==> src/rtl/efsb_pkg.sv <==
package efsb_pkg;

    // Canvas limit: a larger canvas dimension is clamped to this
    localparam int MAX_CANVAS = 4096;

    // Field widths
    localparam int PIX_W   = 12;            // pixel column / row
    localparam int COORD_W = 14;            // signed ellipse center
    localparam int RAD_W   = 12;            // radii and stroke width
    localparam int DIM_W   = 16;            // canvas dimension field
    localparam int SQ_W    = 2 * RAD_W;     // square of a radius or offset
    localparam int PROD_W  = 2 * SQ_W;      // product of two squares
    localparam int CH_W    = 8;             // one color channel
    localparam int SUM_W   = 2 * CH_W;      // blend numerator

    // x / 255 == (x * 32897) >> 23 for every 16-bit x
    localparam int DIV_MUL_W = 17;
    localparam int DIV_PROD_W = SUM_W + DIV_MUL_W;
    localparam logic [DIV_MUL_W-1:0] DIV255_MUL = 17'd32897;
    localparam int DIV255_SHIFT = 23;

    localparam logic [CH_W-1:0] ALPHA_FULL = 8'hFF;

    // APB register map, one 32-bit word per register
    localparam int ADDR_W = 5;
    localparam int REG_IDX_W = 3;
    localparam logic [REG_IDX_W-1:0] REG_CENTER_X     = 3'd0;
    localparam logic [REG_IDX_W-1:0] REG_CENTER_Y     = 3'd1;
    localparam logic [REG_IDX_W-1:0] REG_RADIUS_X     = 3'd2;
    localparam logic [REG_IDX_W-1:0] REG_RADIUS_Y     = 3'd3;
    localparam logic [REG_IDX_W-1:0] REG_STROKE_WIDTH = 3'd4;
    localparam logic [REG_IDX_W-1:0] REG_FILL_COLOR   = 3'd5;
    localparam logic [REG_IDX_W-1:0] REG_STROKE_COLOR = 3'd6;
    localparam logic [REG_IDX_W-1:0] REG_CANVAS_SIZE  = 3'd7;

    // Queue between front and back
    localparam int QUEUE_DEPTH = 4;
    localparam int QPTR_W = $clog2(QUEUE_DEPTH);
    localparam int QCNT_W = $clog2(QUEUE_DEPTH + 1);

    // Input beat
    typedef struct packed {
        logic [PIX_W-1:0] pixel_x;
        logic [PIX_W-1:0] pixel_y;
        logic [31:0]      dst_pixel;
    } t_pix_in;

    // Output beat
    typedef struct packed {
        logic [31:0] new_pixel;
        logic        written;
    } t_pix_out;

    // Classified pixel handed from front to back
    typedef struct packed {
        logic [SQ_W-1:0] dx2;
        logic [SQ_W-1:0] dy2;
        logic            near;      // on canvas, drawing on, inside bounding box
        logic [31:0]     dst;
    } t_item;

    // Configuration and values derived from it
    typedef struct packed {
        logic signed [COORD_W-1:0] center_x;
        logic signed [COORD_W-1:0] center_y;
        logic [RAD_W-1:0]  radius_x;
        logic [RAD_W-1:0]  radius_y;
        logic [DIM_W-1:0]  canvas_w;    // clamped
        logic [DIM_W-1:0]  canvas_h;    // clamped
        logic [31:0]       fill_color;
        logic [31:0]       stroke_color;
        logic [SQ_W-1:0]   rx2;
        logic [SQ_W-1:0]   ry2;
        logic [SQ_W-1:0]   irx2;
        logic [SQ_W-1:0]   iry2;
        logic [PROD_W-1:0] rxy2;
        logic [PROD_W-1:0] irxy2;
        logic              draw_en;     // both radii nonzero
        logic              stroke_en;   // stroke width and stroke alpha nonzero
        logic              inner_zero;  // an inner radius is zero
    } t_cfg;

endpackage

==> src/rtl/efsb_queue.sv <==
module efsb_queue (
    input  logic            i_clk,
    input  logic            i_rst_n,
    input  logic            i_push,
    input  efsb_pkg::t_item i_item,
    output logic            o_full,
    input  logic            i_pop,
    output logic            o_valid,
    output efsb_pkg::t_item o_item
);
    import efsb_pkg::*;

    t_item             r_mem [QUEUE_DEPTH];
    logic [QPTR_W-1:0] r_wr_ptr;
    logic [QPTR_W-1:0] r_rd_ptr;
    logic [QCNT_W-1:0] r_count;

    assign o_full  = (r_count == QCNT_W'(QUEUE_DEPTH));
    assign o_valid = (r_count != '0);
    assign o_item  = r_mem[r_rd_ptr];

    // Pointers and fill count
    always_ff @(posedge i_clk) begin
        if (!i_rst_n) begin
            r_wr_ptr <= '0;
            r_rd_ptr <= '0;
            r_count  <= '0;
        end else begin
            if (i_push) begin
                r_wr_ptr <= r_wr_ptr + 1'b1;
            end
            if (i_pop) begin
                r_rd_ptr <= r_rd_ptr + 1'b1;
            end
            if (i_push && !i_pop) begin
                r_count <= r_count + 1'b1;
            end else if (!i_push && i_pop) begin
                r_count <= r_count - 1'b1;
            end
        end
    end

    // Storage
    always_ff @(posedge i_clk) begin
        if (i_push) begin
            r_mem[r_wr_ptr] <= i_item;
        end
    end

endmodule

==> config.mk <==
export PLATFORM = sky130hd
export DESIGN_NAME = efsb_queue
export DESIGN_NICKNAME = d
export VERILOG_FILES = /design/src/rtl/efsb_pkg.sv /design/src/rtl/efsb_queue.sv
export SDC_FILE = /design/constraint.sdc
export NUM_CORES = 1
export LEC_CHECK = 0
export BUFFER_PORTS_ARGS = -buffer_cell sky130_fd_sc_hd__buf_2
export CAP_MARGIN = 10
export CORE_MARGIN = 1
export CORE_UTILIZATION = 57
export DETAILED_ROUTE_END_ITERATION = 16
export GPL_ROUTABILITY_DRIVEN = 0
export PLACE_DENSITY = 0.78
export SETUP_SLACK_MARGIN = 0.3
export SLEW_MARGIN = 0
export SYNTH_ARGS = -nofsm -noshare
export SYNTH_HDL_FRONTEND = slang
export SYNTH_SLANG_ARGS = --single-unit
==> constraint.sdc <==
create_clock -name i_clk -period 3.85 [get_ports i_clk]
set_clock_uncertainty 0.15 [all_clocks]
set_input_delay 0.1925 -clock i_clk [delete_from_list [all_inputs] [get_ports i_clk]]
set_output_delay 0.1925 -clock i_clk [all_outputs]
set_load 0.02 [all_outputs]
==> results.yml <==
outcome:
  status: "finished, final reports clean"
final_layout:
  final_util: 0.717
  area_delta_synth_final_pct: 23.3
  drive_gt1_frac: 0.403
  final_common_cell: "edfxtp_1"
  stdcell_count: 1042
  fin_nets: 837
  fillCellCount: 1212
  final_cell_mix: "edfxtp_1 (324), buf_2 (167), dlygate4sd3_1 (85)"
  diodes: 0
yosys:
  ys_types: 20
  syn_area_mm2: 0.0122
  synth_xor_area_frac: 0.00358
  synth_top_family_by_area: "multiplexers"
  synth_nets: 557
  synth-seq-cells: 333
  ys_warn_count: 0
  yosys.area_share.adder: 0.00676
  yosysSeqAreaShare: 0.811
  yosys.area_share.simple: 0.00758
  syn-instance-count: 466
  synthMuxAreaShare: 0.151
  avgSynthCellArea_um2: 26.2
  synth_compound_area_frac: 0.00102
worst_setup_path:
  r2r-end: "r_mem[1][16]"
  cp_slowest_cell: "dfxtp_4"
  endpoint_kind: "output port"
  path_depth: 3
  critPathKind: "flop to output port"
  cp.arrival_ns: 2.37
  r2r_cells: 3
  ff2ff_setup_slack_ns: 1.68
  max_stage_delay_ns: 0.67
  path_delay_family: "flip-flops"
  crit_chain: "buf_4 -> mux4_2 -> buf_2"
  crit_buf_inv: 2
  critPathMaxFanout: 25
  crit_end: "o_item[42]"
  critPathRequiredTime_ns: 3.51
  r2r_start: "r_wr_ptr[0]"
  start_kind: "flop"
global_routing:
  grt_max_degree: 54
  track_usage: 0.210
  antenna_found_initial: 0
  grt_overflow_total: 0
  grt_pass1_vias: 6292
  grt_pass1_wl_um: 34700
timing:
  setup_violations: 0
  finalSetupTns_ns: 0
  rsz0062_at_grt: "no"
  setup_ws_ns: 1.13
  hold_viol_final: 0
  relSlewSlack: 0.447
  slew_viol_final: 0
  tightestPinTransition_ns: 0.830
  min_period_ns: 2.72
  fmax_mhz: 368
  post-route-period-util: 0.705
die:
  start_util: 0.581
  die_h_um: 148
  core.rowCount: 53
  core_area_mm2: 0.0210
  io_pins: 168
  dieArea_mm2: 0.0220
  fp.dieW_um: 148
clock_tree:
  path_clk_slew_ns: 0.06
  root_buffer: "clkbuf_16"
  cts_sinks: 333
  htreeDepth: 1
  clockBufferDepth: 3
  cts_setup_buffers: 0
  worstSkewPairLatency_ns: 0.53
  cts_tree: "done"
  cts_buffers: 31
routing:
  dr.pass1.iters: 4
  avgRoutedWirePerCell_um: 21.5
  finalWirelength_um: 22400
  routed_via_density: 5.50
  ant_nets: 0
  vias: 5733
  drt-initial-drc-count: 336
  drc: 0
placement:
  port_buffers: 167
  dp_cells: 903
  dp_hpwl_um: 13200
  dp_slack_ns: 1.65
power_and_ir_drop:
  power.static_leakage_nw: 5.17
  powerDensity_mw_per_mm2: 522
  vdd_drop_max_mv: 0.445
run:
  max_cap_viol_count: 0
hold_path:
  hold_path_class: "primary input to flop"
[worst min path at each step]
stage | start | depth (start not counted) | endpoint | slack, ns
after CTS | i_item[59] | 2 | r_mem[2][59] | 0.23
after floorplan | i_item[0] | 0 | r_mem[0][0] | 0.14
after global placement | i_item[11] | 1 | r_mem[1][11] | 0.25
after detailed placement | i_item[50] | 1 | r_mem[2][50] | 0.26
after global routing | i_item[61] | 2 | r_mem[3][61] | 0.26
final | i_item[61] | 2 | r_mem[3][61] | 0.26
[flip-flops by register name (all words and copies together) (netlist names), named ones only]
name / cells
r_wr_ptr: 2
r_mem: 324
r_rd_ptr: 2
r_count: 3
[cell usage after synthesis (all sizes together)]
| master | n | area (um^2) |
|---|---|---|
| clkbuf | 1 | 3.75 |
| ha | 5 | 62.6 |
| nor2b | 2 | 12.5 |
| dfxtp | 9 | 180 |
| mux2i | 2 | 20.0 |
| inv | 4 | 15.0 |
| and2 | 9 | 56.3 |
| xor2 | 3 | 26.3 |
| o21ai | 1 | 5.00 |
| mux4 | 81 | 1820 |
| buf | 17 | 211 |
| xnor2 | 2 | 17.5 |
| or3 | 2 | 12.5 |
| a21boi | 1 | 7.51 |
| nand2 | 1 | 3.75 |
| fa | 1 | 20.0 |
| edfxtp | 324 | 9730 |
| nor3b | 1 | 7.51 |
[cell families after synthesis]
group / count (synthesis)
fa+ha+maj: 6
simple gates: 15
buf+inv: 22
compound gates: 2
xor+xnor: 5
mux: 83
flops: 333
[layout make-up]
cell class	count	area, um^2	area share
clock buffers	33	783	0.0520
well taps	275	344	0.0228
clock inverters	21	121	0.00806
multi-input cells	111	2090	0.138
repair buffers	265	1800	0.119
inverters	4	15.0	0.000997
flip-flops and latches	333	9920	0.658
[stage by stage]
step           power [mW]  area, um^2  hold slack (ns)
6_report             7.86       15100            0.259
3_3_place_gp         5.12       13300            0.251
5_1_grt              8.13       15100            0.256
2_1_floorplan        4.87       12200            0.141
3_5_place_dp         5.16       13300            0.261
4_1_cts              7.93       15100            0.230
[what timing repair did]
action | CTS | global route
gates resized for setup | 0 | 0
hold buffers | 85 | 0
setup endpoints to repair | 0 | 0
endpoints found under the hold margin | 333 | 0
[metal layers]
layer	part of all wire	vias up	GRT usage	wire length, um
li1	-	2556	-	-
met1	0.39	2970	0.269	8640
met2	0.55	183	0.383	12200
met3	0.055	24	0.0350	1230
met4	0.011	0	0.0407	256
met5	0	-	0	0
[worst reg2reg max path, delay by kind of cell, from the launching register on]
family                     cells  cell delay (ns)
adders and majority gates      1             0.17
DFF                            1             0.40
and+or+nand+nor                1             0.70
buffers and inverters          1             0.42
[report_power, final]
part	leakage [nW]	switching, mW	internal, mW
Clock	0.453	1.20	1.52
Sequential	3.05	0.0775	4.16
Combinational	1.67	0.494	0.406
Note: power is estimated with default switching activity, not from simulation.
