**src/rtl/efsb_pkg.sv**
```systemverilog
package efsb_pkg;

    // Canvas limit: a larger canvas dimension is clamped to this
    localparam int MAX_CANVAS = 4096;

    // Field widths
    localparam int PIX_W   = 12;            // pixel column / row
    localparam int COORD_W = 14;            // signed ellipse center
    localparam int RAD_W   = 12;            // radii and stroke width
    localparam int DIM_W   = 16;            // canvas dimension field
    localparam int SQ_W    = 2 * RAD_W;     // square of a radius or offset
    localparam int PROD_W  = 2 * SQ_W;      // product of two squares
    localparam int CH_W    = 8;             // one color channel
    localparam int SUM_W   = 2 * CH_W;      // blend numerator

    // x / 255 == (x * 32897) >> 23 for every 16-bit x
    localparam int DIV_MUL_W = 17;
    localparam int DIV_PROD_W = SUM_W + DIV_MUL_W;
    localparam logic [DIV_MUL_W-1:0] DIV255_MUL = 17'd32897;
    localparam int DIV255_SHIFT = 23;

    localparam logic [CH_W-1:0] ALPHA_FULL = 8'hFF;

    // APB register map, one 32-bit word per register
    localparam int ADDR_W = 5;
    localparam int REG_IDX_W = 3;
    localparam logic [REG_IDX_W-1:0] REG_CENTER_X     = 3'd0;
    localparam logic [REG_IDX_W-1:0] REG_CENTER_Y     = 3'd1;
    localparam logic [REG_IDX_W-1:0] REG_RADIUS_X     = 3'd2;
    localparam logic [REG_IDX_W-1:0] REG_RADIUS_Y     = 3'd3;
    localparam logic [REG_IDX_W-1:0] REG_STROKE_WIDTH = 3'd4;
    localparam logic [REG_IDX_W-1:0] REG_FILL_COLOR   = 3'd5;
    localparam logic [REG_IDX_W-1:0] REG_STROKE_COLOR = 3'd6;
    localparam logic [REG_IDX_W-1:0] REG_CANVAS_SIZE  = 3'd7;

    // Queue between front and back
    localparam int QUEUE_DEPTH = 4;
    localparam int QPTR_W = $clog2(QUEUE_DEPTH);
    localparam int QCNT_W = $clog2(QUEUE_DEPTH + 1);

    // Input beat
    typedef struct packed {
        logic [PIX_W-1:0] pixel_x;
        logic [PIX_W-1:0] pixel_y;
        logic [31:0]      dst_pixel;
    } t_pix_in;

    // Output beat
    typedef struct packed {
        logic [31:0] new_pixel;
        logic        written;
    } t_pix_out;

    // Classified pixel handed from front to back
    typedef struct packed {
        logic [SQ_W-1:0] dx2;
        logic [SQ_W-1:0] dy2;
        logic            near;      // on canvas, drawing on, inside bounding box
        logic [31:0]     dst;
    } t_item;

    // Configuration and values derived from it
    typedef struct packed {
        logic signed [COORD_W-1:0] center_x;
        logic signed [COORD_W-1:0] center_y;
        logic [RAD_W-1:0]  radius_x;
        logic [RAD_W-1:0]  radius_y;
        logic [DIM_W-1:0]  canvas_w;    // clamped
        logic [DIM_W-1:0]  canvas_h;    // clamped
        logic [31:0]       fill_color;
        logic [31:0]       stroke_color;
        logic [SQ_W-1:0]   rx2;
        logic [SQ_W-1:0]   ry2;
        logic [SQ_W-1:0]   irx2;
        logic [SQ_W-1:0]   iry2;
        logic [PROD_W-1:0] rxy2;
        logic [PROD_W-1:0] irxy2;
        logic              draw_en;     // both radii nonzero
        logic              stroke_en;   // stroke width and stroke alpha nonzero
        logic              inner_zero;  // an inner radius is zero
    } t_cfg;

endpackage

```
**src/rtl/efsb_cfg.sv**
```systemverilog
module efsb_cfg (
    input  logic                         i_clk,
    input  logic                         i_rst_n,
    input  logic                         psel,
    input  logic                         penable,
    input  logic                         pwrite,
    input  logic [efsb_pkg::ADDR_W-1:0]  paddr,
    input  logic [31:0]                  pwdata,
    output logic [31:0]                  prdata,
    output logic                         pready,
    output efsb_pkg::t_cfg               o_cfg
);
    import efsb_pkg::*;

    logic signed [COORD_W-1:0] r_center_x;
    logic signed [COORD_W-1:0] r_center_y;
    logic [RAD_W-1:0] r_radius_x;
    logic [RAD_W-1:0] r_radius_y;
    logic [RAD_W-1:0] r_stroke_width;
    logic [31:0]      r_fill_color;
    logic [31:0]      r_stroke_color;
    logic [31:0]      r_canvas_size;

    logic [RAD_W-1:0]  r_irx;
    logic [RAD_W-1:0]  r_iry;
    logic              r_inner_zero;
    logic              r_stroke_en;
    logic [SQ_W-1:0]   r_rx2;
    logic [SQ_W-1:0]   r_ry2;
    logic [SQ_W-1:0]   r_irx2;
    logic [SQ_W-1:0]   r_iry2;
    logic [PROD_W-1:0] r_rxy2;
    logic [PROD_W-1:0] r_irxy2;

    logic [REG_IDX_W-1:0] reg_idx;
    logic                 wr_en;
    logic [RAD_W-1:0]     n_irx;
    logic [RAD_W-1:0]     n_iry;
    logic [DIM_W-1:0]     cw_raw;
    logic [DIM_W-1:0]     ch_raw;

    assign pready  = 1'b1;
    assign reg_idx = paddr[ADDR_W-1:2];
    assign wr_en   = psel && penable && pwrite && pready;

    // Register writes
    always_ff @(posedge i_clk) begin
        if (!i_rst_n) begin
            r_center_x     <= '0;
            r_center_y     <= '0;
            r_radius_x     <= '0;
            r_radius_y     <= '0;
            r_stroke_width <= '0;
            r_fill_color   <= '0;
            r_stroke_color <= '0;
            r_canvas_size  <= '0;
        end else if (wr_en) begin
            unique case (reg_idx)
                REG_CENTER_X:     r_center_x     <= pwdata[COORD_W-1:0];
                REG_CENTER_Y:     r_center_y     <= pwdata[COORD_W-1:0];
                REG_RADIUS_X:     r_radius_x     <= pwdata[RAD_W-1:0];
                REG_RADIUS_Y:     r_radius_y     <= pwdata[RAD_W-1:0];
                REG_STROKE_WIDTH: r_stroke_width <= pwdata[RAD_W-1:0];
                REG_FILL_COLOR:   r_fill_color   <= pwdata;
                REG_STROKE_COLOR: r_stroke_color <= pwdata;
                REG_CANVAS_SIZE:  r_canvas_size  <= pwdata;
                default: ;
            endcase
        end
    end

    // Read back
    always_comb begin
        unique case (reg_idx)
            REG_CENTER_X:     prdata = {{(32-COORD_W){1'b0}}, r_center_x};
            REG_CENTER_Y:     prdata = {{(32-COORD_W){1'b0}}, r_center_y};
            REG_RADIUS_X:     prdata = {{(32-RAD_W){1'b0}}, r_radius_x};
            REG_RADIUS_Y:     prdata = {{(32-RAD_W){1'b0}}, r_radius_y};
            REG_STROKE_WIDTH: prdata = {{(32-RAD_W){1'b0}}, r_stroke_width};
            REG_FILL_COLOR:   prdata = r_fill_color;
            REG_STROKE_COLOR: prdata = r_stroke_color;
            REG_CANVAS_SIZE:  prdata = r_canvas_size;
            default:          prdata = '0;
        endcase
    end

    // Inner radii, saturating at zero
    assign n_irx = (r_radius_x > r_stroke_width) ? r_radius_x - r_stroke_width : '0;
    assign n_iry = (r_radius_y > r_stroke_width) ? r_radius_y - r_stroke_width : '0;

    // Derived terms, free running; inner radii, then their squares, then the products of squares are registered in turn
    always_ff @(posedge i_clk) begin
        r_irx        <= n_irx;
        r_iry        <= n_iry;
        r_inner_zero <= (n_irx == '0) || (n_iry == '0);
        r_stroke_en  <= (r_stroke_width != '0) && (r_stroke_color[31:24] != '0);
        r_rx2        <= r_radius_x * r_radius_x;
        r_ry2        <= r_radius_y * r_radius_y;
        r_irx2       <= r_irx * r_irx;
        r_iry2       <= r_iry * r_iry;
        r_rxy2       <= r_rx2 * r_ry2;
        r_irxy2      <= r_irx2 * r_iry2;
    end

    // Canvas clamp
    assign cw_raw = r_canvas_size[DIM_W-1:0];
    assign ch_raw = r_canvas_size[2*DIM_W-1:DIM_W];

    always_comb begin
        o_cfg.center_x     = r_center_x;
        o_cfg.center_y     = r_center_y;
        o_cfg.radius_x     = r_radius_x;
        o_cfg.radius_y     = r_radius_y;
        o_cfg.canvas_w     = (cw_raw > DIM_W'(MAX_CANVAS)) ? DIM_W'(MAX_CANVAS) : cw_raw;
        o_cfg.canvas_h     = (ch_raw > DIM_W'(MAX_CANVAS)) ? DIM_W'(MAX_CANVAS) : ch_raw;
        o_cfg.fill_color   = r_fill_color;
        o_cfg.stroke_color = r_stroke_color;
        o_cfg.rx2          = r_rx2;
        o_cfg.ry2          = r_ry2;
        o_cfg.irx2         = r_irx2;
        o_cfg.iry2         = r_iry2;
        o_cfg.rxy2         = r_rxy2;
        o_cfg.irxy2        = r_irxy2;
        o_cfg.draw_en      = (r_radius_x != '0) && (r_radius_y != '0);
        o_cfg.stroke_en    = r_stroke_en;
        o_cfg.inner_zero   = r_inner_zero;
    end

endmodule

```
**config.mk**
```make
export PLATFORM = sky130hd
export DESIGN_NAME = efsb_cfg
export DESIGN_NICKNAME = d
export VERILOG_FILES = /design/src/rtl/efsb_pkg.sv /design/src/rtl/efsb_cfg.sv
export SDC_FILE = /design/constraint.sdc
export NUM_CORES = 2
export LEC_CHECK = 0
export ABC_AREA = 1
export BUFFER_PORTS_ARGS = -buffer_cell sky130_fd_sc_hd__buf_2
export CORE_ASPECT_RATIO = 1.1
export CORE_UTILIZATION = 30
export CTS_BUF_LIST = sky130_fd_sc_hd__clkbuf_8 sky130_fd_sc_hd__clkbuf_16
export DETAILED_ROUTE_END_ITERATION = 10
export SLEW_MARGIN = 15
export SYNTH_ARGS = -nofsm -noshare
export SYNTH_HDL_FRONTEND = slang
export SYNTH_SLANG_ARGS = --single-unit
```
**constraint.sdc**
```tcl
create_clock -name i_clk -period 10.1 [get_ports i_clk]
set_input_delay 1.01 -clock i_clk [delete_from_list [all_inputs] [get_ports i_clk]]
set_output_delay 1.01 -clock i_clk [all_outputs]
set_load 0.02 [all_outputs]
```
==> metrics.cfg <==
[outcome]
outcome=complete, no violations

[floorplan]
start_util_pct=30.3
core_area_sq_um=222000
pin_count=418
die_y_um=498
std_cell_rows=181
die_x_um=453
dieArea_sq_um=225000

[power_and_ir_drop]
power.density_nw_per_um2=54.3
peakVddDrop_mv=0.145
p_leak_nw=44.4

[setup_path]
crit_required_ns=10.65
crit_top_cell=fa_1
cp.arrival_ns=7.46
path_buf_inv=6
crit_family=adder cells
path_max_fanout=14
cp-end-kind=flip-flop
crit_path_cell_trace=buf_4 > nand2_1 > fa_1 > inv_1 > fa_1 > inv_1 > fa_1 > inv_1 > fa_1 > fa_1 > fa_1 > inv_1 > fa_1 > inv_1 > ha_1 > nand2_1 > nor2_1 > nand2_1 > nor4_1 > nand3_1 > nand4_1 > nand2_1
critPathSlowestCell=dfxtp_1
max_stage_delay_ns=0.79
setup.worst_path.class=reg2reg
worstSetupStartpointType=flip-flop

[layout]
area_growth_pct=10.4
multi_input_area_sq_um=49000
seq_area_sq_um=7460
drive_above_1_share_pct=7.27
final_net_count=10900
fin_area_sq_um=74000
fillers=23658

[clock_network]
clockBufferDepth=3
cts.sinks=372
clkLatencyLatePin_ns=0.70
cts_max_level=2
tritoncts.num_buffers=50
cts_setup_buffers=0
cts_tree=yes
cts_resized=0
clockRootBuffer=clkbuf_16
holdBufCountCts=0
clk_pin_slew_ns=0.06

[sta]
tightest_slew_ns=0.999
max_slew_margin_pct=33.3
hold_viol=0
setup_viol=0
slew_violations=0
fin_tns_setup_ns=0
period_minus_slack_ns=6.91
period_share_pct=68.5
rsz0062_at_grt=false
finClkSkew_ns=0.0639
timing.fmax_mhz=145

[grt]
track_usage_pct=17.8
grt_pass1_vias=55204
antenna_found_initial=10
grt_max_degree=108
overflow=0
grt_pass1_wl_mm=314

[synth]
synth_warnings=0
synthAdderAreaFrac_pct=48.4
synth_compound_area_share_pct=5.80
avgSynthCellArea_sq_um=7.70
ys_async_sr_fraction_pct=0
synth_xor_area_share_pct=2.08
ys_seq_area_share_pct=11.1
syn_area_sq_um=67100
yosys.area_share.simple_pct=16.5
muxShareOfSynthArea_pct=0
synth-edff-count=0
synthCells=8707
ys_seq_elements=372
synth_flop_cell=dfxtp_1
synth_cell_types=53
synth_top_family_by_area=adder cells

[drt]
drtIter0Drc=3296
wl_met2_mm=91.5
m1WireLength_mm=86.0
route.detailed.wl_per_inst_um=16.7
vias_per_cell=4.50
drt-total-wl_mm=200
drtAntennaViolNets=0
vias=53842
drt_pass1_iterations=7
wl_met3_mm=14.3
drc=0
routed.top_layer=met4

[flow_run]
maxCapViolations=0

[placement]
placed_cell_area_sq_um=72300
port_buffers=402
detailed_place_hpwl_mm=158
gp_congestion=0.926

[worst_hold_path]
hold_path_class=reg2reg

[cell families (layout without fill, tap and decap cells)]
group | count (synthesis) | count (layout)
buffers and inverters | 2836 | 3122
and+or+nand+nor | 2770 | 2770
adders and majority gates | 1869 | 1869
AOI/OAI and AO/OA | 699 | 699
DFF | 372 | 372
xor gates and xnor gates | 159 | 159
other | 2 | 39
[sequential cells by signal (all words and copies together) (netlist names)]
name,flops
r_canvas_size,32
r_radius_x,12
r_iry,12
r_irx,12
r_center_y,14
r_radius_y,12
r_rxy2,47
r_rx2,23
r_fill_color,32
r_center_x,14
r_iry2,23
r_stroke_en,1
r_irxy2,47
r_stroke_color,32
r_irx2,23
r_ry2,23
r_inner_zero,1
r_stroke_width,12
[worst paths after layout]
check                                  startpoint                end  slack, ns  depth (start not counted)
worst max-delay path                    r_rx2[21]         r_rxy2[45]       3.19                         22
worst min-delay path            r_stroke_color[5]  r_stroke_color[5]       0.47                          2
worst max register to register          r_rx2[21]         r_rxy2[45]       3.19                         22
worst min register to register  r_stroke_color[5]  r_stroke_color[5]       0.47                          2
[per-stage QoR]
stage | setup WS, ns | util [%] | instances | total power, mW | hold WS (ns)
after floorplan | 4.13 | - | 8741 | 1.96 | 0.363
after global placement | 3.32 | 32.6 | 11865 | 2.22 | 0.460
after detailed placement | 3.24 | 32.6 | 11865 | 2.22 | 0.463
after CTS | 3.26 | 33.4 | 11955 | 4.08 | 0.474
after global routing | 2.88 | 33.4 | 11958 | 4.20 | 0.489
final | 3.19 | 33.4 | 11958 | 4.02 | 0.470
[metal layers]
layer	track usage (%)	vias up
li1	-	25735
met1	23.2	26055
met2	29.3	1719
met3	3.20	333
met4	6.54	0
met5	0	-
[worst reg2reg max path, cell delays in order (launching register included)]
cell and delay (ns):
dfxtp_1 0.79, buf_4 0.33, nand2_1 0.10, fa_1 0.54, inv_1 0.05, fa_1 0.48, inv_1 0.09, fa_1 0.55
inv_1 0.05, fa_1 0.51, fa_1 0.55, fa_1 0.51, inv_1 0.05, fa_1 0.47, inv_1 0.04, ha_1 0.43
nand2_1 0.13, nor2_1 0.23, nand2_1 0.15, nor4_1 0.42, nand3_1 0.17, nand4_1 0.13, nand2_1 0.05
[cell usage in the layout (no fill, tap or decap), types with 8 or more instances in the layout]
master,Yosys,final
nand4_1,42,42
a221oi_1,14,14
xnor2_1,53,53
nor3_1,47,47
dfxtp_1,372,365
fa_1,1213,1213
o21ai_0,225,225
a31oi_1,15,15
a21oi_1,289,289
nand3b_1,14,14
o21ai_1,32,32
nor2_1,443,442
a21boi_0,13,13
xor2_1,106,106
o21bai_1,18,18
buf_4,17,102
o211ai_1,18,18
ha_1,656,656
nand2_1,2016,2016
nand3_1,153,153
nor4_1,13,13
inv_2,9,9
o22ai_1,18,18
inv_1,2518,2524
o21a_1,10,10
clkbuf_8,0,11
conb_1,2,36
buf_2,19,401
a21o_1,21,21
or2_2,8,8
clkbuf_16,0,50
[report_power, final]
part	leakage [nW]	internal, mW	switching, mW
clock network	0.838	1.03	0.806
logic	40.5	0.174	0.446
registers	3.01	1.51	0.0614
[layout make-up]
cell class / instances / share of cell area, %
antenna: 3 / 0.0101
clock buffer: 61 / 1.89
clock inverter: 29 / 0.395
inverter: 2529 / 12.8
multi-input combinational: 5533 / 66.1
sequential: 372 / 10.1
tap: 2928 / 4.95
timing repair buffer: 503 / 3.74
[synthesized netlist by cell type (53+ instances only)]
master,number,share of area [%]
a21oi_1,289,2.2
clkbuf_1,261,1.5
dfxtp_1,372,11
fa_1,1213,36
ha_1,656,12
inv_1,2518,14
nand2_1,2016,11
nand3_1,153,1.1
nor2_1,443,2.5
o21ai_0,225,1.7
xnor2_1,53,0.69
xor2_1,106,1.4
No activity file was read; power rests on OpenSTA's default activity.
