`src/rtl/efsb_pkg.sv`:
```
package efsb_pkg;

    // Canvas limit: a larger canvas dimension is clamped to this
    localparam int MAX_CANVAS = 4096;

    // Field widths
    localparam int PIX_W   = 12;            // pixel column / row
    localparam int COORD_W = 14;            // signed ellipse center
    localparam int RAD_W   = 12;            // radii and stroke width
    localparam int DIM_W   = 16;            // canvas dimension field
    localparam int SQ_W    = 2 * RAD_W;     // square of a radius or offset
    localparam int PROD_W  = 2 * SQ_W;      // product of two squares
    localparam int CH_W    = 8;             // one color channel
    localparam int SUM_W   = 2 * CH_W;      // blend numerator

    // x / 255 == (x * 32897) >> 23 for every 16-bit x
    localparam int DIV_MUL_W = 17;
    localparam int DIV_PROD_W = SUM_W + DIV_MUL_W;
    localparam logic [DIV_MUL_W-1:0] DIV255_MUL = 17'd32897;
    localparam int DIV255_SHIFT = 23;

    localparam logic [CH_W-1:0] ALPHA_FULL = 8'hFF;

    // APB register map, one 32-bit word per register
    localparam int ADDR_W = 5;
    localparam int REG_IDX_W = 3;
    localparam logic [REG_IDX_W-1:0] REG_CENTER_X     = 3'd0;
    localparam logic [REG_IDX_W-1:0] REG_CENTER_Y     = 3'd1;
    localparam logic [REG_IDX_W-1:0] REG_RADIUS_X     = 3'd2;
    localparam logic [REG_IDX_W-1:0] REG_RADIUS_Y     = 3'd3;
    localparam logic [REG_IDX_W-1:0] REG_STROKE_WIDTH = 3'd4;
    localparam logic [REG_IDX_W-1:0] REG_FILL_COLOR   = 3'd5;
    localparam logic [REG_IDX_W-1:0] REG_STROKE_COLOR = 3'd6;
    localparam logic [REG_IDX_W-1:0] REG_CANVAS_SIZE  = 3'd7;

    // Queue between front and back
    localparam int QUEUE_DEPTH = 4;
    localparam int QPTR_W = $clog2(QUEUE_DEPTH);
    localparam int QCNT_W = $clog2(QUEUE_DEPTH + 1);

    // Input beat
    typedef struct packed {
        logic [PIX_W-1:0] pixel_x;
        logic [PIX_W-1:0] pixel_y;
        logic [31:0]      dst_pixel;
    } t_pix_in;

    // Output beat
    typedef struct packed {
        logic [31:0] new_pixel;
        logic        written;
    } t_pix_out;

    // Classified pixel handed from front to back
    typedef struct packed {
        logic [SQ_W-1:0] dx2;
        logic [SQ_W-1:0] dy2;
        logic            near;      // on canvas, drawing on, inside bounding box
        logic [31:0]     dst;
    } t_item;

    // Configuration and values derived from it
    typedef struct packed {
        logic signed [COORD_W-1:0] center_x;
        logic signed [COORD_W-1:0] center_y;
        logic [RAD_W-1:0]  radius_x;
        logic [RAD_W-1:0]  radius_y;
        logic [DIM_W-1:0]  canvas_w;    // clamped
        logic [DIM_W-1:0]  canvas_h;    // clamped
        logic [31:0]       fill_color;
        logic [31:0]       stroke_color;
        logic [SQ_W-1:0]   rx2;
        logic [SQ_W-1:0]   ry2;
        logic [SQ_W-1:0]   irx2;
        logic [SQ_W-1:0]   iry2;
        logic [PROD_W-1:0] rxy2;
        logic [PROD_W-1:0] irxy2;
        logic              draw_en;     // both radii nonzero
        logic              stroke_en;   // stroke width and stroke alpha nonzero
        logic              inner_zero;  // an inner radius is zero
    } t_cfg;

endpackage

```
`src/rtl/efsb_front.sv`:
```
module efsb_front (
    input  logic              i_clk,
    input  logic              i_rst_n,
    input  efsb_pkg::t_cfg    i_cfg,
    input  logic              i_valid,
    output logic              o_ready,
    input  efsb_pkg::t_pix_in i_data,
    output logic              o_push,
    input  logic              i_full,
    output efsb_pkg::t_item   o_item
);
    import efsb_pkg::*;

    localparam int DIFF_W = COORD_W + 1;

    // Stage 1: offsets and bounding-box classification
    logic              r_f1_valid;
    logic [RAD_W-1:0]  r_f1_adx;
    logic [RAD_W-1:0]  r_f1_ady;
    logic              r_f1_near;
    logic [31:0]       r_f1_dst;

    // Stage 2: squared offsets
    logic              r_f2_valid;
    t_item             r_f2_item;

    logic                     f1_adv;
    logic                     f2_adv;
    logic signed [DIFF_W-1:0] dx;
    logic signed [DIFF_W-1:0] dy;
    logic [DIFF_W-1:0]        adx;
    logic [DIFF_W-1:0]        ady;
    logic                     on_canvas;
    logic                     n_f1_near;
    t_item                    n_f2_item;

    assign f2_adv  = !r_f2_valid || !i_full;
    assign f1_adv  = !r_f1_valid || f2_adv;
    assign o_ready = f1_adv;
    assign o_push  = r_f2_valid && !i_full;
    assign o_item  = r_f2_item;

    // Offsets from the center and their magnitudes
    always_comb begin
        dx  = $signed({{(DIFF_W-PIX_W){1'b0}}, i_data.pixel_x})
            - $signed({i_cfg.center_x[COORD_W-1], i_cfg.center_x});
        dy  = $signed({{(DIFF_W-PIX_W){1'b0}}, i_data.pixel_y})
            - $signed({i_cfg.center_y[COORD_W-1], i_cfg.center_y});
        adx = dx[DIFF_W-1] ? DIFF_W'(-dx) : DIFF_W'(dx);
        ady = dy[DIFF_W-1] ? DIFF_W'(-dy) : DIFF_W'(dy);
        on_canvas = ({{(DIM_W-PIX_W){1'b0}}, i_data.pixel_x} < i_cfg.canvas_w)
                 && ({{(DIM_W-PIX_W){1'b0}}, i_data.pixel_y} < i_cfg.canvas_h);
        // beyond a radius the pixel is outside; squares then fit the narrow path
        n_f1_near = i_cfg.draw_en && on_canvas
                 && (adx <= {{(DIFF_W-RAD_W){1'b0}}, i_cfg.radius_x})
                 && (ady <= {{(DIFF_W-RAD_W){1'b0}}, i_cfg.radius_y});
    end

    always_comb begin
        n_f2_item.dx2  = r_f1_adx * r_f1_adx;
        n_f2_item.dy2  = r_f1_ady * r_f1_ady;
        n_f2_item.near = r_f1_near;
        n_f2_item.dst  = r_f1_dst;
    end

    // Valid bits
    always_ff @(posedge i_clk) begin
        if (!i_rst_n) begin
            r_f1_valid <= 1'b0;
            r_f2_valid <= 1'b0;
        end else begin
            if (f1_adv) begin
                r_f1_valid <= i_valid;
            end
            if (f2_adv) begin
                r_f2_valid <= r_f1_valid;
            end
        end
    end

    // Payload
    always_ff @(posedge i_clk) begin
        if (f1_adv) begin
            r_f1_adx  <= adx[RAD_W-1:0];
            r_f1_ady  <= ady[RAD_W-1:0];
            r_f1_near <= n_f1_near;
            r_f1_dst  <= i_data.dst_pixel;
        end
        if (f2_adv) begin
            r_f2_item <= n_f2_item;
        end
    end

endmodule

```
`config.mk`:
```
export PLATFORM = sky130hd
export DESIGN_NAME = efsb_front
export DESIGN_NICKNAME = d
export VERILOG_FILES = /design/src/rtl/efsb_pkg.sv /design/src/rtl/efsb_front.sv
export SDC_FILE = /design/constraint.sdc
export NUM_CORES = 1
export LEC_CHECK = 0
export ABC_CLOCK_PERIOD_IN_PS = 15100
export BUFFER_PORTS_ARGS = -buffer_cell sky130_fd_sc_hd__clkbuf_2
export CELL_PAD_IN_SITES_DETAIL_PLACEMENT = 1
export CELL_PAD_IN_SITES_GLOBAL_PLACEMENT = 1
export CORE_ASPECT_RATIO = 2
export CORE_MARGIN = 2
export CORE_UTILIZATION = 43
export CTS_BUF_LIST = sky130_fd_sc_hd__clkbuf_4 sky130_fd_sc_hd__clkbuf_8
export CTS_CLUSTER_DIAMETER = 50
export CTS_CLUSTER_SIZE = 14
export DETAILED_ROUTE_END_ITERATION = 16
export PLACE_DENSITY_LB_ADDON = 0.25
export REMOVE_ABC_BUFFERS = 1
export SETUP_SLACK_MARGIN = 0.2
export SLEW_MARGIN = 20
export SYNTH_ARGS = -nofsm -noshare
export SYNTH_HDL_FRONTEND = slang
export SYNTH_SLANG_ARGS = --single-unit
```
`constraint.sdc`:
```
create_clock -name i_clk -period 15.1 [get_ports i_clk]
set_clock_uncertainty 0.2 [all_clocks]
set_input_delay 0 -clock i_clk [delete_from_list [all_inputs] [get_ports i_clk]]
set_output_delay 0 -clock i_clk [all_outputs]
set_load 0.05 [all_outputs]
```
==> out/metrics.cfg, run 1 <==
[run_status]
status = complete, no violations

[logic_synthesis]
async_reset_ff_share_pct = 0
ys_seq_area_share_pct = 27.7
synth_cell_types = 64
synth_area_per_cell_um2 = 10.2
synthCells = 1461
synth_edf_count = 136
synth_warnings = 0
syn_area_um2 = 14900
yosys_most_used_dff = edfxtp_1
synth_seq_cells = 138

[floorplan]
num_rows = 96
pin_count = 486
core_um2 = 34200
initial_core_util_pct = 43.5
die_y_um = 267
chipWidth_um = 136
dieArea_um2 = 36200

[layout]
stdcell_count = 2207
syn2layout_area_growth_pct = 18.5
seq_area_um2 = 4120
nFillCells = 3940
drive_gt1_share_pct = 16.1
multiInputGateArea_um2 = 9410
fin_nets = 2500

[drt]
avgRoutedWirePerCell_um = 17.2
drt_pass1_iterations = 4
wirelength_mm = 38.1
drtIter0Drc = 240
num_vias = 11100
antenna_left = 0
drc = 0
vias_per_cell = 5.03

[timing]
fin_setup_tns_ns = 0
setup_viol = 0
finalCriticalPeriod_ns = 6.67
drv_slew = 0
fin_crit_sh_pct = 44.2
hold_violations = 0
tightest_slew_ns = 0.994
relSlewSlack_pct = 33.7
rsz0062_at_grt = no
fmax_mhz = 150
setup_ws_ns = 8.43

[grt]
gr-total-overflow = 0
grt_usage_pct = 22.3
grt_pass1_wl_mm = 62.5
antenna_found_initial = 2
grt_start_max_net_pins = 60
grt_pass1_vias = 13000

[clocking]
numClockSinks = 138
root_buffer = clkbuf_8
cts_setup_buffers = 0
cts-htree-levels = 4
cts_made_buffers = 17
cts_buffer_depth = 2
clkLatencyLatePin_ns = 0.51
clkTransAtPathRegs_ns = 0.10
cts_tree = built

[setup_path]
required_ns = 15.16
crit_arrival_ns = 6.72
worst-setup-path-type = reg2reg
crit_fanout = 12
worstSetupStartpointType = register
end_kind = register

[placed_design]
dp.cells = 2095
io_buffers = 225
dp_hpwl_mm = 30.6
routabilityCongestion = 0.814
place_ws_ns = 8.45

[hold_path]
hp-class = in2reg

[run]
maxCapViolCount = 0

timing repair:
| action | 4_1_cts | 5_1_grt |
|---|---|---|
| hold endpoints to repair | 47 | 0 |
| setup endpoints to repair | 0 | 0 |
| gates resized for setup | 0 | 0 |
| hold buffers | 77 | 0 |
logic make-up (layout without fill, tap and decap cells):
kind of cell,after synthesis,after routing,synth area share [%]
buf+inv,368,669,9.33
xor+xnor,85,85,5.00
simple gates,336,336,12.0
mux,5,5,0.370
compound gates,181,181,8.14
flops,138,138,27.7
fa+ha+maj,347,347,37.4
other cells,1,5,0.0252
layout by cell type, fill, tap and decap left out, drive strengths merged, types with 27 or more instances in the layout:
| master | instances |
|---|---|
| dlygate4sd3 | 77 |
| a21oi | 48 |
| ha | 183 |
| xnor2 | 57 |
| edfxtp | 136 |
| xor2 | 28 |
| nand2 | 62 |
| nor2b | 27 |
| a21o | 27 |
| clkbuf | 242 |
| o21ai | 38 |
| and2 | 91 |
| inv | 344 |
| fa | 164 |
| nor2 | 58 |
per-layer routing:
| layer | share of wire, % | wire [um] | track usage, % |
|---|---|---|---|
| met1 | 35 | 13400 | 22.1 |
| met2 | 58 | 22100 | 44.6 |
| met3 | 4.0 | 1540 | 4.11 |
| met4 | 2.6 | 1000 | 7.97 |
| met5 | 0 | 0 | 0 |
state kept, by name, indices dropped and copies added (netlist names):
| register | flops |
|---|---|
| o_item | 79 |
| r_f1_adx | 12 |
| r_f1_ady | 12 |
| r_f1_dst | 32 |
| r_f1_near | 1 |
| r_f1_valid | 1 |
| r_f2_valid | 1 |
layout make-up:
type,instances,area share [%]
inverter,334,7.10
tap,441,3.13
clock inverter,15,0.971
clock buffer,17,1.33
multi-input combinational,956,53.3
sequential,138,23.4
timing repair buffer,303,10.8
antenna,3,0.0425
synth_stat cells, types with 9 or more instances:
cell	instances	area share, %
inv_1	334	8.4
a21oi_1	46	1.5
nor3_1	22	0.74
nand3_1	15	0.50
xnor2_1	57	3.4
o21ai_0	37	1.2
nor2_1	58	1.5
and2_1	91	3.8
a21o_1	26	1.3
xor2_1	28	1.6
nand2b_1	11	0.46
nand2_1	62	1.6
o21a_1	18	0.91
fa_1	164	22
clkbuf_1	31	0.78
ha_1	183	15
nor4_1	9	0.38
nor2b_1	27	1.1
edfxtp_1	136	27
critical path, stage by stage, from the launching register on:
cell and delay [ns]:
edfxtp_1 0.68, nand2_1 0.20, inv_1 0.13, fa_1 0.45, fa_1 0.54, inv_1 0.06
fa_1 0.52, inv_1 0.05, fa_1 0.47, inv_1 0.05, fa_1 0.47, inv_1 0.04
ha_1 0.36, a21o_1 0.21, a21o_1 0.19, or3_1 0.33, o211ai_1 0.30, a31oi_1 0.28
a21o_1 0.26, a21o_1 0.20, a21o_1 0.18, a21oi_1 0.16, xnor2_1 0.09
worst paths after layout:
| path | start | endpoint | slack, ns | cells after the start |
|---|---|---|---|---|
| setup reg to reg | r_f1_ady[6] | o_item[56] | 8.43 | 22 |
| hold / removal | i_full | o_item[18] | 0.03 | 2 |
| setup / recovery | r_f1_ady[6] | o_item[56] | 8.43 | 22 |
| hold reg to reg | r_f1_dst[2] | o_item[2] | 0.22 | 0 |
through the flow:
| stage | utilization (%) | instance area [um^2] | hold WS (ns) |
|---|---|---|---|
| floorplan | - | 14800 | -0.101 |
| global placement | 48.1 | 16500 | -0.0236 |
| detailed placement | 48.1 | 16500 | -0.0209 |
| CTS | 51.5 | 17600 | 0.00138 |
| global route | 51.6 | 17700 | 0.0105 |
| finish | 51.6 | 17700 | 0.0273 |
Power of run 1 is left out: the tool's default activity adds up to more than one toggle a clock period on the data nets, which glitch-free logic cannot reach.
==> run 2, diff against run 1 <==
ABC_AREA = 1   (was default)
ABC_CLOCK_PERIOD_IN_PS = 6180   (was 15100)
CORE_UTILIZATION = 40   (was 43)
clock period = 6.18 ns   (was 15.1 ns; I/O delays follow)
==> run 2 against run 1 <==
Critical endpoint unchanged; critical path type unchanged; cell area increased by 3.8%; critical path depth decreased by 6; via count rose by 10%; final cell count is 18% higher; synthesized cell count grew 22%; flip-flop and latch count unchanged; area after synthesis rose by 4.1%; global-route usage is 3.1 points lower; maximum frequency rose by 17%.
==> out/metrics.cfg, run 2 <==
[run_status]
status = complete, no violations

[setup_path]
crit_arrival_ns = 5.69
r2r_start = r_f1_ady[9]
worst-setup-path-type = reg2reg
cp_common_cell = fa_1
worstSetupStartpointType = register
crit_start = r_f1_ady[9]
crit_fanout = 14
path_cells = nand2_1 -> fa_1 -> inv_1 -> fa_1 -> fa_1 -> fa_1 -> fa_1 -> ha_1 -> nand2_1 -> nor4_1 -> nand4_1 -> nand3_1 -> a21oi_1 -> nor2_1 -> nor2_1 -> xor2_1
required_ns = 6.19
r2r_setup_slack_ns = 0.50
end_kind = register
worst_path_max_delay_cell = edfxtp_1
critical_path_buf_inv_count = 1
cp_top_family = adder cells
slowest_delay_ns = 0.77
crit_cells = 16
r2r_cells = 16

[placed_design]
io_buffers = 225
routabilityCongestion = 0.803
place_ws_ns = 0.434
dp_hpwl_mm = 31.7

[logic_synthesis]
synth.area.top_cells = edfxtp_1 26%, fa_1 21%, ha_1 15%
synth_top_area_share_pct = 26.3
synth.most_common_cell = inv_1
async_reset_ff_share_pct = 0
ys_seq_area_share_pct = 26.6
synth_edf_count = 136
yosys_most_used_dff = edfxtp_1
synth_seq_cells = 138
synthCells = 1776
synth_area_per_cell_um2 = 8.73
synth_warnings = 0
synth_cell_types = 45
syn_area_um2 = 15500
yosys.area.top_type = edfxtp_1
synth_commonest_cells = 491 x inv_1, 362 x nand2_1, 183 x ha_1

[hold_path]
hp-start = i_cfg[327]
hold-path-cell-count = 6
hp-class = in2reg

[drt]
vias_per_cell = 4.68
drt_pass1_iterations = 4
drc = 0
wirelength_mm = 37.2
avgRoutedWirePerCell_um = 14.2
num_vias = 12200
antenna_left = 0
drtIter0Drc = 312

[timing]
tightest_slew_ns = 1.04
fin_hold_ws_ns = 0.0294
finalCriticalPeriod_ns = 5.68
relSlewSlack_pct = 30.6
fmax_mhz = 176
fin_setup_tns_ns = 0
rsz0062_at_grt = yes
setup_ws_ns = 0.496
fin_crit_sh_pct = 92.0
hold_violations = 0
setup_viol = 0
drv_slew = 0

[clocking]
cts_tree = built
clkLatencyLatePin_ns = 0.48
root_buffer = clkbuf_8
numClockSinks = 138
cts_made_buffers = 17
cts-htree-levels = 4
clkTransAtPathRegs_ns = 0.09
cts_buffer_depth = 2

[floorplan]
num_rows = 102
chipWidth_um = 143
pin_count = 486
initial_core_util_pct = 40.4
dieArea_um2 = 40400
core_um2 = 38400
die_y_um = 282

[run]
maxCapViolCount = 0

[layout]
syn2layout_area_growth_pct = 18.2
fin_nets = 2821
final_common_cell = inv_1
drive_gt1_share_pct = 15.7
largest_reg_flops = 79
final_cell_mix = 491 x inv_1, 361 x nand2_1, 225 x clkbuf_2, 183 x ha_1, 164 x fa_1

[grt]
grt_pass1_wl_mm = 62.1
gr-total-overflow = 0
grt_usage_pct = 19.2
grt_pass1_vias = 13200
grt_start_max_net_pins = 81
antenna_found_initial = 6

run 2: cell types whose count changed after synthesis, sizes merged, moves of 10 or more:
cell	change
nand2	+311
inv	+161
and2	-91
nand3	+33
a21oi	+27
nor2b	-27
xnor2	-24
a21o	-18
o21a	-18
xor2	+17
nor2	+16
nand2b	-11
nor3	-10
run 2: tightest hold or removal path: stages:
cell	delay [ns]
clkbuf_2	0.12
inv_1	0.11
a21oi_4	0.10
o21ai_1	0.09
xor2_1	0.07
inv_1	0.08
run 2: cells by family (layout without fill, tap and decap cells):
kind of cell    count (synthesis)  count (layout)  share of synthesized area [%]
xor+xnor                       78              78                           4.60
simple gates                  537             537                           14.4
compound gates                147             147                           5.45
mux                             2               2                          0.145
buf+inv                       526             833                           12.9
flops                         138             138                           26.6
fa+ha+maj                     347             347                           35.9
other cells                     1               7                         0.0242
run 2: routing by layer:
layer	share of wire [%]	up-vias	GRT usage (%)
met4	1.3	4	4.37
met1	43	5869	23.5
met3	5.0	32	3.64
met5	0.073	-	0
met2	50	272	34.6
li1	-	6046	-
run 2: worst paths after layout:
kind | to
worst max-delay path | o_item[56]
worst min-delay path | r_f1_ady[7]
worst max register to register | o_item[56]
worst min register to register | o_item[9]
run 2: what timing repair did:
| action | in CTS | in global routing |
|---|---|---|
| hold endpoints to repair | 54 | 0 |
| setup endpoints to repair | 0 | 6 |
| resized for setup | 0 | 2 |
| buffers inserted | 0 | 24 |
| hold buffers | 49 | 0 |
run 2: layout make-up:
class                   instances  area (um^2)
multi-input cells            1113         9420
diodes                          5         12.5
clock inverters                15          164
fillers                      4631        20100
repair buffers                306         1860
clock buffers                  17          234
well taps                     520          651
inverters                     495         1860
flip-flops and latches        138         4120
run 2: per-stage QoR:
step                instance area, um^2  util (%)  cells
floorplan                         15400         -   1746
global placement                  17200      44.9   2499
detailed placement                17200      44.9   2499
CTS                               18100      47.2   2580
global route                      18300      47.7   2608
finish                            18300      47.7   2609
Power of run 2 is left out for the same reason.
